### src/hdl/b64d_pkg.sv
// Shared types, constants and the alphabet decode function for the
// base64 stream decoder. No dependencies.

package b64d_pkg;

   typedef enum logic [1:0] {
      ST_OK         = 2'd0,
      ST_INVALID    = 2'd1,
      ST_BADPAD     = 2'd2,
      ST_INCOMPLETE = 2'd3
   } status_type;

   typedef enum logic {
      KIND_DATA   = 1'b0,
      KIND_STATUS = 1'b1
   } kind_type;

   typedef struct packed {
      kind_type   kind;
      logic [7:0] data_byte;
      status_type status;
      logic       end_of_run;
   } result_type;

   localparam logic [7:0] PAD_CHAR  = 8'h3D;
   localparam int         RSP_DEPTH = 4;

   // Returns {invalid, value}; invalid is set for any byte outside the alphabet.
   function automatic logic [6:0] sym_value(input logic [7:0] c);
      logic [6:0] r;
      r = 7'h40;
      if (c >= 8'h41 && c <= 8'h5A) begin
         r = {1'b0, 6'(c - 8'h41)};
      end else if (c >= 8'h61 && c <= 8'h7A) begin
         r = {1'b0, 6'(c - 8'h61 + 8'd26)};
      end else if (c >= 8'h30 && c <= 8'h39) begin
         r = {1'b0, 6'(c - 8'h30 + 8'd52)};
      end else if (c == 8'h2B) begin
         r = {1'b0, 6'd62};
      end else if (c == 8'h2F) begin
         r = {1'b0, 6'd63};
      end
      return r;
   endfunction

endpackage

### src/hdl/b64d_decode.sv
// Per-character decode: quantum state, leftover bits, error and pad tracking,
// and the mode register. Produces up to two results per request.
// Depends on b64d_pkg.

module b64d_decode
   import b64d_pkg::*;
(
   input  logic        clock,
   input  logic        reset,
   input  logic        csr_wr_en,
   input  logic        csr_wr_data,
   input  logic        accept,
   input  logic [7:0]  character,
   input  logic        last,
   output logic [1:0]  push_count,
   output result_type  res0,
   output result_type  res1
);

   logic       padded_mode_ff;
   logic [1:0] qpos_ff, qpos_in;
   logic [5:0] left_ff, left_in;
   status_type err_ff, err_in;
   logic [1:0] pad_ff, pad_in;

   logic [6:0] sym;
   logic       emit;
   logic [7:0] byte_val;
   status_type st;
   result_type data_res, stat_res;

   always_comb begin
      sym      = sym_value(character);
      qpos_in  = qpos_ff;
      left_in  = left_ff;
      err_in   = err_ff;
      pad_in   = pad_ff;
      emit     = 1'b0;
      byte_val = 8'h00;
      if (err_ff == ST_OK) begin
         if (character == PAD_CHAR && padded_mode_ff) begin
            if (pad_ff >= 2'd2) begin
               err_in = ST_BADPAD;
               pad_in = 2'd3;
            end else begin
               pad_in = pad_ff + 2'd1;
            end
         end else if (pad_ff != 2'd0) begin
            err_in = ST_BADPAD;
         end else if (sym[6]) begin
            err_in = ST_INVALID;
         end else begin
            case (qpos_ff)
               2'd0: begin
                  left_in = sym[5:0];
               end
               2'd1: begin
                  emit     = 1'b1;
                  byte_val = {left_ff[5:0], sym[5:4]};
                  left_in  = {2'b00, sym[3:0]};
               end
               2'd2: begin
                  emit     = 1'b1;
                  byte_val = {left_ff[3:0], sym[5:2]};
                  left_in  = {4'b0000, sym[1:0]};
               end
               default: begin
                  emit     = 1'b1;
                  byte_val = {left_ff[1:0], sym[5:0]};
                  left_in  = 6'd0;
               end
            endcase
            qpos_in = qpos_ff + 2'd1;
         end
      end

      st = err_in;
      if (err_in == ST_OK) begin
         if (pad_in == 2'd1) begin
            if (qpos_in != 2'd3) st = ST_BADPAD;
         end else if (pad_in == 2'd2) begin
            if (qpos_in != 2'd2) st = ST_BADPAD;
         end else if (pad_in != 2'd0) begin
            st = ST_BADPAD;
         end else if (qpos_in == 2'd1) begin
            st = ST_INCOMPLETE;
         end
      end

      data_res.kind       = KIND_DATA;
      data_res.data_byte  = byte_val;
      data_res.status     = ST_OK;
      data_res.end_of_run = ~last;

      stat_res.kind       = KIND_STATUS;
      stat_res.data_byte  = 8'h00;
      stat_res.status     = st;
      stat_res.end_of_run = 1'b1;

      res0       = emit ? data_res : stat_res;
      res1       = stat_res;
      push_count = accept ? (2'(emit) + 2'(last)) : 2'd0;
   end

   always_ff @(posedge clock) begin
      if (reset) begin
         padded_mode_ff <= 1'b0;
      end else if (csr_wr_en) begin
         padded_mode_ff <= csr_wr_data;
      end
   end

   always_ff @(posedge clock) begin
      if (reset) begin
         qpos_ff <= 2'd0;
         left_ff <= 6'd0;
         err_ff  <= ST_OK;
         pad_ff  <= 2'd0;
      end else if (accept) begin
         if (last) begin
            qpos_ff <= 2'd0;
            left_ff <= 6'd0;
            err_ff  <= ST_OK;
            pad_ff  <= 2'd0;
         end else begin
            qpos_ff <= qpos_in;
            left_ff <= left_in;
            err_ff  <= err_in;
            pad_ff  <= pad_in;
         end
      end
   end

   // A string end always leaves a clean state.
   assert property (@(posedge clock) disable iff (reset)
      accept && last |=> qpos_ff == 2'd0 && err_ff == ST_OK && pad_ff == 2'd0)
      else $error("state not cleared after last");

   // Once an error is recorded, the quantum position stays put within the string.
   assert property (@(posedge clock) disable iff (reset)
      accept && !last && err_ff != ST_OK |=> $stable(qpos_ff) && $stable(err_ff))
      else $error("state moved after error");

endmodule

### src/hdl/b64d_rsp_fifo.sv
// Small result queue: takes up to two results per cycle, delivers one while pop_stall is low.
// Depends on b64d_pkg.

module b64d_rsp_fifo
   import b64d_pkg::*;
(
   input  logic        clock,
   input  logic        reset,
   input  logic [1:0]  push_count,
   input  result_type  push0,
   input  result_type  push1,
   output logic        almost_full,
   output logic        pop_valid,
   input  logic        pop_stall,
   output result_type  pop_data
);

   localparam int PtrW = $clog2(RSP_DEPTH);
   localparam int CntW = $clog2(RSP_DEPTH + 1);

   result_type      mem_ff [RSP_DEPTH];
   logic [PtrW-1:0] wr_ptr_ff, rd_ptr_ff;
   logic [CntW-1:0] count_ff, count_in;
   logic            pop;

   assign pop         = pop_valid && !pop_stall;
   assign pop_valid   = count_ff != '0;
   assign pop_data    = mem_ff[rd_ptr_ff];
   assign almost_full = count_ff > CntW'(RSP_DEPTH - 2);
   assign count_in    = count_ff + CntW'(push_count) - CntW'(pop);

   always_ff @(posedge clock) begin
      if (push_count != 2'd0) mem_ff[wr_ptr_ff] <= push0;
      if (push_count == 2'd2) mem_ff[wr_ptr_ff + PtrW'(1)] <= push1;
   end

   always_ff @(posedge clock) begin
      if (reset) begin
         wr_ptr_ff <= '0;
         rd_ptr_ff <= '0;
         count_ff  <= '0;
      end else begin
         wr_ptr_ff <= wr_ptr_ff + PtrW'(push_count);
         rd_ptr_ff <= rd_ptr_ff + PtrW'(pop);
         count_ff  <= count_in;
      end
   end

   assert property (@(posedge clock) disable iff (reset)
      count_ff <= CntW'(RSP_DEPTH))
      else $error("result queue overflow");

   assert property (@(posedge clock) disable iff (reset)
      push_count != 2'd0 |-> !almost_full)
      else $error("push while queue nearly full");

endmodule

### src/hdl/base64_stream_decoder_core.sv
// A character's results are written to the result queue at the edge that takes
// the request; the first is presented on rsp_ in the next cycle if the queue was empty.
// Characters are taken one per cycle while req_stall is low; a character that
// yields a byte and a status at once pushes two results, the queue absorbs the burst.
// Reset: synchronous; clears decode state, queue and padded_mode to 0.
// Top level of the base64 decoder; depends on b64d_pkg, b64d_decode, b64d_rsp_fifo.

module base64_stream_decoder_core
   import b64d_pkg::*;
(
   input  logic       clock,
   input  logic       reset,
   input  logic       csr_wr_en,
   input  logic       csr_wr_data,
   input  logic       req_valid,
   output logic       req_stall,
   input  logic [7:0] req_character,
   input  logic       req_last,
   output logic       rsp_valid,
   input  logic       rsp_stall,
   output logic       rsp_kind,
   output logic [7:0] rsp_data_byte,
   output logic [1:0] rsp_status,
   output logic       rsp_end_of_run
);

   logic       accept;
   logic [1:0] push_count;
   result_type res0, res1, head;
   logic       almost_full;

   assign req_stall = almost_full;
   assign accept    = req_valid && !req_stall;

   b64d_decode u_decode (
      .clock       (clock),
      .reset       (reset),
      .csr_wr_en   (csr_wr_en),
      .csr_wr_data (csr_wr_data),
      .accept      (accept),
      .character   (req_character),
      .last        (req_last),
      .push_count  (push_count),
      .res0        (res0),
      .res1        (res1)
   );

   b64d_rsp_fifo u_rsp_fifo (
      .clock       (clock),
      .reset       (reset),
      .push_count  (push_count),
      .push0       (res0),
      .push1       (res1),
      .almost_full (almost_full),
      .pop_valid   (rsp_valid),
      .pop_stall   (rsp_stall),
      .pop_data    (head)
   );

   assign rsp_kind       = head.kind;
   assign rsp_data_byte  = head.data_byte;
   assign rsp_status     = head.status;
   assign rsp_end_of_run = head.end_of_run;

endmodule
### config.mk
export PLATFORM = sky130hd
export DESIGN_NAME = base64_stream_decoder_core
export DESIGN_NICKNAME = d
export VERILOG_FILES = /design/src/hdl/b64d_pkg.sv /design/src/hdl/b64d_decode.sv /design/src/hdl/b64d_rsp_fifo.sv /design/src/hdl/base64_stream_decoder_core.sv
export SDC_FILE = /design/constraint.sdc
export NUM_CORES = 1
export LEC_CHECK = 0
export BUFFER_PORTS_ARGS = -buffer_cell sky130_fd_sc_hd__buf_2
export CORE_MARGIN = 2
export CORE_UTILIZATION = 51
export DETAILED_ROUTE_END_ITERATION = 10
export PLACE_DENSITY = 0.73
export SLEW_MARGIN = 20
export SYNTH_ARGS = -nofsm -noshare
export SYNTH_HDL_FRONTEND = slang
export SYNTH_HIERARCHICAL = 1
export SYNTH_SLANG_ARGS = --single-unit
export TNS_END_PERCENT = 30
### constraint.sdc
create_clock -name clock -period 4.3 [get_ports clock]
set_input_delay 0.86 -clock clock [delete_from_list [all_inputs] [get_ports clock]]
set_output_delay 0.86 -clock clock [all_outputs]
set_load 0.05 [all_outputs]
---- Yosys cells after proc, flatten, opt, wreduce, memory -nomap -nowiden ----
Memory sizes are Yosys's and may differ from the RTL's. A register that Yosys moved wholly into a read port is not among the register bits.
Cells that the tools add are included.
Widths: inputs -> output; s select.
word-level totals
  memories ................................ 1
  register bits after elaboration ......... 20
  output and inout bits ................... 14
  input bits .............................. 15
  word-level logic and storage cells ...... 112
  RAM bits ................................ 48
memories
  name               depth  width  read ports  clocked after Yosys merged registers in  write ports  RTL line             source
  u_rsp_fifo.mem_ff  4      12     1           1                                        2            b64d_rsp_fifo.sv:21  result_type mem_ff [RSP_DEPTH];
cells by class
  equality and inequality tests ........... 14
  $lt $le $gt $ge ......................... 8
  bitwise logic cells ..................... 1
  add/subtract/negate cells ............... 13
  mux-type cells .......................... 50
  reductions and logical operators ........ 17
operator list
  operator             number
  $mux 2               24
  $mux 7               5
  $mux 8               4
  $mux 6               5
  $eq 8x6->1 const B   3
  $pmux 8 s3           1
  $pmux 6 s3           1
  $ge 8x7->1 const B   2
  $le 8x7->1 const B   2
  $mux 12              1
  $sub 6x6->6 const B  2
  $ne 2x2->1 const B   5
  $mux 1               9
  $ge 8x6->1 const B   1
  $le 8x6->1 const B   1
  $reduce_bool 2->1    4
  $add 2x1->2 const B  3
  $add 6x5->6 const B  1
  $add 6x6->6 const B  1
  $eq 2x1->1 const B   3
  $eq 2x2->1 const B   3
  $logic_and 1x1->1    6
  $logic_not 2->1      3
  $sub 6x1->6 const B  1
  11 further kinds     12

---- Logic depth before layout (Yosys ltp) ----
  depth in word-level cells ............... 17
  gate-level depth with buffers ........... 18
  depth with buffers taken out ............ 16

---- By module ----
The synthesis kept the hierarchy.
modules (own cells, without submodules)
  module                      times used  area an instance (um^2)  cells each  sequential area each (um^2)
  b64d_rsp_fifo               1           2780.2                   166         1581.5
  b64d_decode                 1           1700.4                   220         260.2
  base64_stream_decoder_core  1           13.8                     1           0.0

---- Least setup slack after synthesis ----
Ideal clock, no wire load.
  path kind ............................... input -> register
  from .................................... in req_character[3]
  to ...................................... mem u_rsp_fifo/mem_ff[3][0] (netlist name) (enable)
  path buffers ............................ 2
  data arrival time ....................... 3743 ps
  path slack .............................. 175 ps
  stages on the path ...................... 15
  setup time .............................. 382 ps
  required time ........................... 3918 ps
  path through ............................ clkbuf_1 > inv_1 > ha_1 > nor2b_1 > o21ai_1 > o211ai_2 > a21boi_4 > nand2b_1 > buf_4 > inv_1 > ha_1 > and2_1 > nor2b_1 > a21oi_1 > nor2b_1
RTL lines
  what         RTL line                          source
  from (decl)  base64_stream_decoder_core.sv:17  input logic [7:0] req_character,
  to (decl)    b64d_rsp_fifo.sv:21

---- Worst setup path in the final report ----
  from .................................... in req_character[2]
  to ...................................... reg u_rsp_fifo.count_ff[2]
on the way
  cells in the longest elaborated chain, start to end .. 14
  elaborated cells on any way between the ends .. 26
  those cells by class .................... add/sub (3); order compare (6); eq/ne (3); mux (10); reduce/logical (4)
RTL lines
  what                                                RTL line                          source
  branches (longest 8 deep; another with $ge 8x6->1)  n/a
  $mux 1 (*)                                          b64d_decode.sv:41                 if (character == PAD_CHAR && padded_mode_ff) begin
  $mux 1 (*)                                          b64d_decode.sv:40                 if (err_ff == ST_OK) begin
  $add 1x1->2 (*)                                     b64d_decode.sv:102                push_count = accept ? (2'(emit) + 2'(last)) : 2'd0;
  $mux 2 (*)                                          b64d_decode.sv:102
  named net push_count[1]                             base64_stream_decoder_core.sv:28  logic [1:0] push_count;
  $add 3x2->3 (*)                                     b64d_rsp_fifo.sv:30               assign count_in = count_ff + CntW'(push_count) - CntW'(pop);
  $sub 3x1->3 (*)                                     b64d_rsp_fifo.sv:30
  to (signal assigned)                                b64d_rsp_fifo.sv:45               count_ff <= count_in;
  to (decl)                                           b64d_rsp_fifo.sv:23               logic [CntW-1:0] count_ff, count_in;
Mark *: on every way through the listed nets, which the timed path passes.
A chain may end at the register's enable or synchronous reset.

==> impl_results.html <==
<table>
<tr><th>Metric</th><th>Value</th></tr>
<tr><th colspan="2">Finish</th></tr>
<tr><td>Commonest cells after routing, fill and taps aside</td><td>sky130_fd_sc_hd__edfxtp_1 (48), sky130_fd_sc_hd__mux2_1 (30), sky130_fd_sc_hd__buf_2 (28)</td></tr>
<tr><td>Nets@finish</td><td>451</td></tr>
<tr><td>Filler cell count</td><td>737</td></tr>
<tr><td>Synth-to-layout area growth</td><td>10.5%</td></tr>
<tr><td>Fraction of final layout cells with drive strength greater than 1</td><td>25.1%</td></tr>
<tr><td>Combined flip-flop and latch cell area</td><td>0.00184 mm^2</td></tr>
<tr><td>Area of all placed cells without fillers</td><td>0.00497 mm^2</td></tr>
<tr><td>Most common cell after layout, fill and taps aside</td><td>sky130_fd_sc_hd__edfxtp_1</td></tr>
<tr><td>Fin cells</td><td>531</td></tr>
<tr><td>Ant diodes</td><td>0</td></tr>
<tr><td>Multi-input gate area</td><td>0.00240 mm^2</td></tr>
<tr><td>Share of the core filled with cells in the final layout</td><td>57.5%</td></tr>
<tr><th colspan="2">Routing</th></tr>
<tr><td>Met3 Routed Length</td><td>321 um</td></tr>
<tr><td>Met2 wire length</td><td>4640 um</td></tr>
<tr><td>Via/cell ratio</td><td>5.90</td></tr>
<tr><td>Number of nets still failing antenna checks after routing</td><td>0</td></tr>
<tr><td>Met1 wire length</td><td>4070 um</td></tr>
<tr><td>WL per Instance</td><td>17.4 um</td></tr>
<tr><td>Routed Wire Length</td><td>9250 um</td></tr>
<tr><td>Top Layer Used</td><td>met4</td></tr>
<tr><td>DRC violations left</td><td>0</td></tr>
<tr><td>Routed vias</td><td>3133</td></tr>
<tr><td>Number of DRC violations after detailed-routing iteration 0</td><td>135</td></tr>
<tr><td>DRT Pass-1 Iters</td><td>4</td></tr>
<tr><th colspan="2">Critical path</th></tr>
<tr><td>Worst-path maximum fanout</td><td>9</td></tr>
<tr><td>Critical R2R Launch</td><td>u_decode/pad_ff[0]</td></tr>
<tr><td>Worst flop-to-flop path endpoint</td><td>u_rsp_fifo/count_ff[2]</td></tr>
<tr><td>Critical path start-end classification</td><td>input pin to flip-flop</td></tr>
<tr><td>Kind of end point of the critical path</td><td>flip-flop</td></tr>
<tr><td>Worst Setup Start Kind</td><td>input pin</td></tr>
<tr><td>Origin of the worst setup path</td><td>req_character[2]</td></tr>
<tr><td>Worst reg-to-reg setup slack</td><td>1.22 ns</td></tr>
<tr><td>Data arrival time of the critical path</td><td>3.94 ns</td></tr>
<tr><td>Path depth of the worst reg2reg path</td><td>14</td></tr>
<tr><td>Required time at the endpoint of the critical path</td><td>4.52 ns</td></tr>
<tr><th colspan="2">STA</th></tr>
<tr><td>Unrepaired setup endpoints after global routing</td><td>no</td></tr>
<tr><td>Final setup fails</td><td>0</td></tr>
<tr><td>Final-report hold violation count</td><td>0</td></tr>
<tr><td>Final slew viol count</td><td>0</td></tr>
<tr><td>Relative max-transition margin</td><td>37.3%</td></tr>
<tr><td>Max frequency</td><td>269 MHz</td></tr>
<tr><td>Slew at the pin with the worst max-slew slack</td><td>0.940 ns</td></tr>
<tr><td>Post-route clock period utilization</td><td>86.4%</td></tr>
<tr><td>Final Critical Period</td><td>3.72 ns</td></tr>
<tr><td>Hold Worst Slack</td><td>0.482 ns</td></tr>
<tr><td>Setup tns final</td><td>0 ns</td></tr>
<tr><td>Fin Clk Skew</td><td>0.00957 ns</td></tr>
<tr><th colspan="2">Synth</th></tr>
<tr><td>Portion of the post-synthesis area used by sequential elements</td><td>41.0%</td></tr>
<tr><td>Avg Synthesized Cell Area</td><td>11.6 um^2</td></tr>
<tr><td>Post-synth cell types</td><td>66</td></tr>
<tr><td>Leading post-synthesis cells by cell area</td><td>sky130_fd_sc_hd__edfxtp_1 (32%), sky130_fd_sc_hd__dfxtp_1 (8.9%), sky130_fd_sc_hd__mux2_1 (7.5%), sky130_fd_sc_hd__mux4_2 (6.0%), sky130_fd_sc_hd__ha_1 (4.7%)</td></tr>
<tr><td>Netlist Area Pre-Place</td><td>0.00449 mm^2</td></tr>
<tr><td>Library cell occupying the most area in the post-synthesis netlist</td><td>sky130_fd_sc_hd__edfxtp_1</td></tr>
<tr><td>Top_reg_cell synth</td><td>sky130_fd_sc_hd__edfxtp_1</td></tr>
<tr><td>Syn Inst Count</td><td>387</td></tr>
<tr><td>Number of enable flip-flop cells after synthesis</td><td>48</td></tr>
<tr><td>Area share of the leading cell type in the synthesized netlist</td><td>32.1%</td></tr>
<tr><td>Number of warnings reported in the yosys synthesis log</td><td>6</td></tr>
<tr><td>Fraction of registers with async set or reset after synthesis</td><td>0%</td></tr>
<tr><td>Count of state elements after synthesis</td><td>68</td></tr>
<tr><th colspan="2">Clock network</th></tr>
<tr><td>Number of levels the H-tree was split into</td><td>3</td></tr>
<tr><td>Largest buffer count on any clock path</td><td>2</td></tr>
<tr><td>Buffer type at the clock tree root</td><td>sky130_fd_sc_hd__clkbuf_8</td></tr>
<tr><td>Clock latency reported for the late side of the worst-skew pair</td><td>0.34 ns</td></tr>
<tr><td>Number of gates resized after CTS</td><td>0</td></tr>
<tr><td>Clock edge transition at the registers on the reported setup and hold paths</td><td>0.07 ns</td></tr>
<tr><td># hold bufs at CTS</td><td>0</td></tr>
<tr><td>Clock sinks</td><td>68</td></tr>
<tr><td>TritonCTS buffer count</td><td>9</td></tr>
<tr><td>Setup repair bufs after CTS</td><td>0</td></tr>
<tr><td>TritonCTS clock tree</td><td>done</td></tr>
<tr><th colspan="2">Global route</th></tr>
<tr><td>Vias in the first global route</td><td>3096</td></tr>
<tr><td>Wire length of the first global-routing pass</td><td>15300 um</td></tr>
<tr><td>Maximum number of pins on one net before global-route repair</td><td>18</td></tr>
<tr><td>Total congestion overflow</td><td>0</td></tr>
<tr><td>Combined global-route utilization of all metal layers</td><td>20.1%</td></tr>
<tr><td>Initial antenna violation count</td><td>0</td></tr>
<tr><th colspan="2">Power</th></tr>
<tr><td>Leakage power</td><td>1.91 nW</td></tr>
<tr><td>Power density over cell area</td><td>381 mW/mm^2</td></tr>
<tr><td>Maximum ir drop on the vdd rail</td><td>145 uV</td></tr>
<tr><th colspan="2">Min path</th></tr>
<tr><td>End point of the worst hold path</td><td>u_decode/left_ff[4]</td></tr>
<tr><td>Cell depth of the worst min-delay path</td><td>1</td></tr>
<tr><td>Origin of the worst min-delay path</td><td>u_decode/left_ff[4]</td></tr>
<tr><td>Worst Hold Class</td><td>flip-flop to flip-flop</td></tr>
<tr><th colspan="2">Flow run</th></tr>
<tr><td>Maxcap violations</td><td>0</td></tr>
<tr><th colspan="2">Die</th></tr>
<tr><td>Floorplan Core Area</td><td>0.00864 mm^2</td></tr>
<tr><td>Row count</td><td>34</td></tr>
<tr><td>Height of the chip</td><td>97.9 um</td></tr>
<tr><td>Initial Utilization</td><td>52.0%</td></tr>
<tr><td>Area of the die</td><td>0.00958 mm^2</td></tr>
<tr><td>Number of placed I/O pins</td><td>29</td></tr>
<tr><td>Die span in x</td><td>97.9 um</td></tr>
<tr><th colspan="2">Placed design</th></tr>
<tr><td>Total instance count after detailed placement</td><td>515</td></tr>
<tr><td>PortBufs</td><td>28</td></tr>
<tr><td>Routability cong.</td><td>0.914</td></tr>
<tr><td>Post-detailed-placement cell area</td><td>0.00475 mm^2</td></tr>
<tr><td>Half-perimeter wire length of the detailed placement result</td><td>6670 um</td></tr>
<tr><th colspan="2">Status</th></tr>
<tr><td>Status</td><td>finished, final reports clean</td></tr>
</table>
## worst max-delay path, cell delays in order
cell and delay, ns:
sky130_fd_sc_hd__buf_2 0.14, sky130_fd_sc_hd__inv_1 0.11, sky130_fd_sc_hd__ha_1 0.31, sky130_fd_sc_hd__nor2b_1 0.19
sky130_fd_sc_hd__o31ai_4 0.29, sky130_fd_sc_hd__o21ai_1 0.17, sky130_fd_sc_hd__a21boi_4 0.16, sky130_fd_sc_hd__nand2b_1 0.09
sky130_fd_sc_hd__inv_1 0.08, sky130_fd_sc_hd__ha_1 0.17, sky130_fd_sc_hd__and2_1 0.16, sky130_fd_sc_hd__inv_1 0.07
sky130_fd_sc_hd__ha_1 0.31, sky130_fd_sc_hd__fa_1 0.43, sky130_fd_sc_hd__xnor2_1 0.19, sky130_fd_sc_hd__xnor2_1 0.15
sky130_fd_sc_hd__nor2_1 0.05
## per-stage QoR
stage	setup slack [ns]	power, mW
after floorplan	0.175	1.23
after detailed placement	0.285	1.34
final	0.584	1.89
after global placement	0.325	1.33
after global routing	0.327	1.99
after CTS	0.614	1.91
## logic make-up (layout without fill, tap and decap cells)
family                   Yosys count  in the layout  synth area share (%)
AO/OA/AOI/OAI                     80             80                  13.8
AND/OR/NAND/NOR                   97             97                  12.6
adder cells (fa/ha/maj)           18             18                  5.18
buffers and inverters             51             79                  6.24
other                              2             10                 0.167
XOR/XNOR                           9              9                  1.75
flip-flops                        68             68                  41.0
multiplexers                      62             62                  19.3
## cells in the mapped netlist, types with 8 or more instances
master,number
sky130_fd_sc_hd__inv_1,18
sky130_fd_sc_hd__xnor2_1,8
sky130_fd_sc_hd__nor3_1,12
sky130_fd_sc_hd__nand3_1,8
sky130_fd_sc_hd__buf_4,16
sky130_fd_sc_hd__edfxtp_1,48
sky130_fd_sc_hd__nor2b_1,9
sky130_fd_sc_hd__clkbuf_1,9
sky130_fd_sc_hd__nor2_1,20
sky130_fd_sc_hd__dfxtp_1,20
sky130_fd_sc_hd__mux2_2,8
sky130_fd_sc_hd__nand2b_1,8
sky130_fd_sc_hd__ha_1,17
sky130_fd_sc_hd__mux2_1,30
sky130_fd_sc_hd__mux4_2,12
sky130_fd_sc_hd__a21oi_1,14
sky130_fd_sc_hd__o21ai_0,11
sky130_fd_sc_hd__mux2_4,10
## how the worst max path moves through the flow
stage | endpoint | depth (start not counted)
after floorplan | u_rsp_fifo/mem_ff[3][0] | 15
after global placement | u_rsp_fifo/mem_ff[3][5] | 15
after detailed placement | u_rsp_fifo/count_ff[2] | 17
after CTS | u_rsp_fifo/count_ff[2] | 17
after global routing | u_rsp_fifo/count_ff[2] | 17
final | u_rsp_fifo/count_ff[2] | 17
## state kept, by name, indices dropped and copies added, names as in the netlist, 2 cells and up
name	flops
u_decode/err_ff	2
u_rsp_fifo/rd_ptr_ff	2
u_rsp_fifo/count_ff	3
u_rsp_fifo/wr_ptr_ff	2
u_decode/left_ff	6
u_decode/pad_ff	2
u_decode/qpos_ff	2
u_rsp_fifo/mem_ff	48
## cell type report
class                      instances  area share (%)
clock buffer                       9            2.49
clock inverter                     7            1.84
inverter                          18            1.36
multi-input combinational        276            48.4
sequential                        68            37.1
tap                              108            2.72
timing repair buffer              45            6.15
## power by group
part           internal, mW  total, mW  switching (mW)  leakage, nW
Clock                 0.324      0.569           0.245        0.111
Sequential            0.740      0.793          0.0527        0.608
Combinational         0.197      0.532           0.336         1.19
## per-layer routing
layer / global-route usage [%] / vias up
li1: - / 1528
met1: 24.5 / 1503
met4: 8.55 / 0
met5: 0 / -
met3: 3.72 / 19
met2: 34.8 / 83
Power figures use the tool's default switching activity.
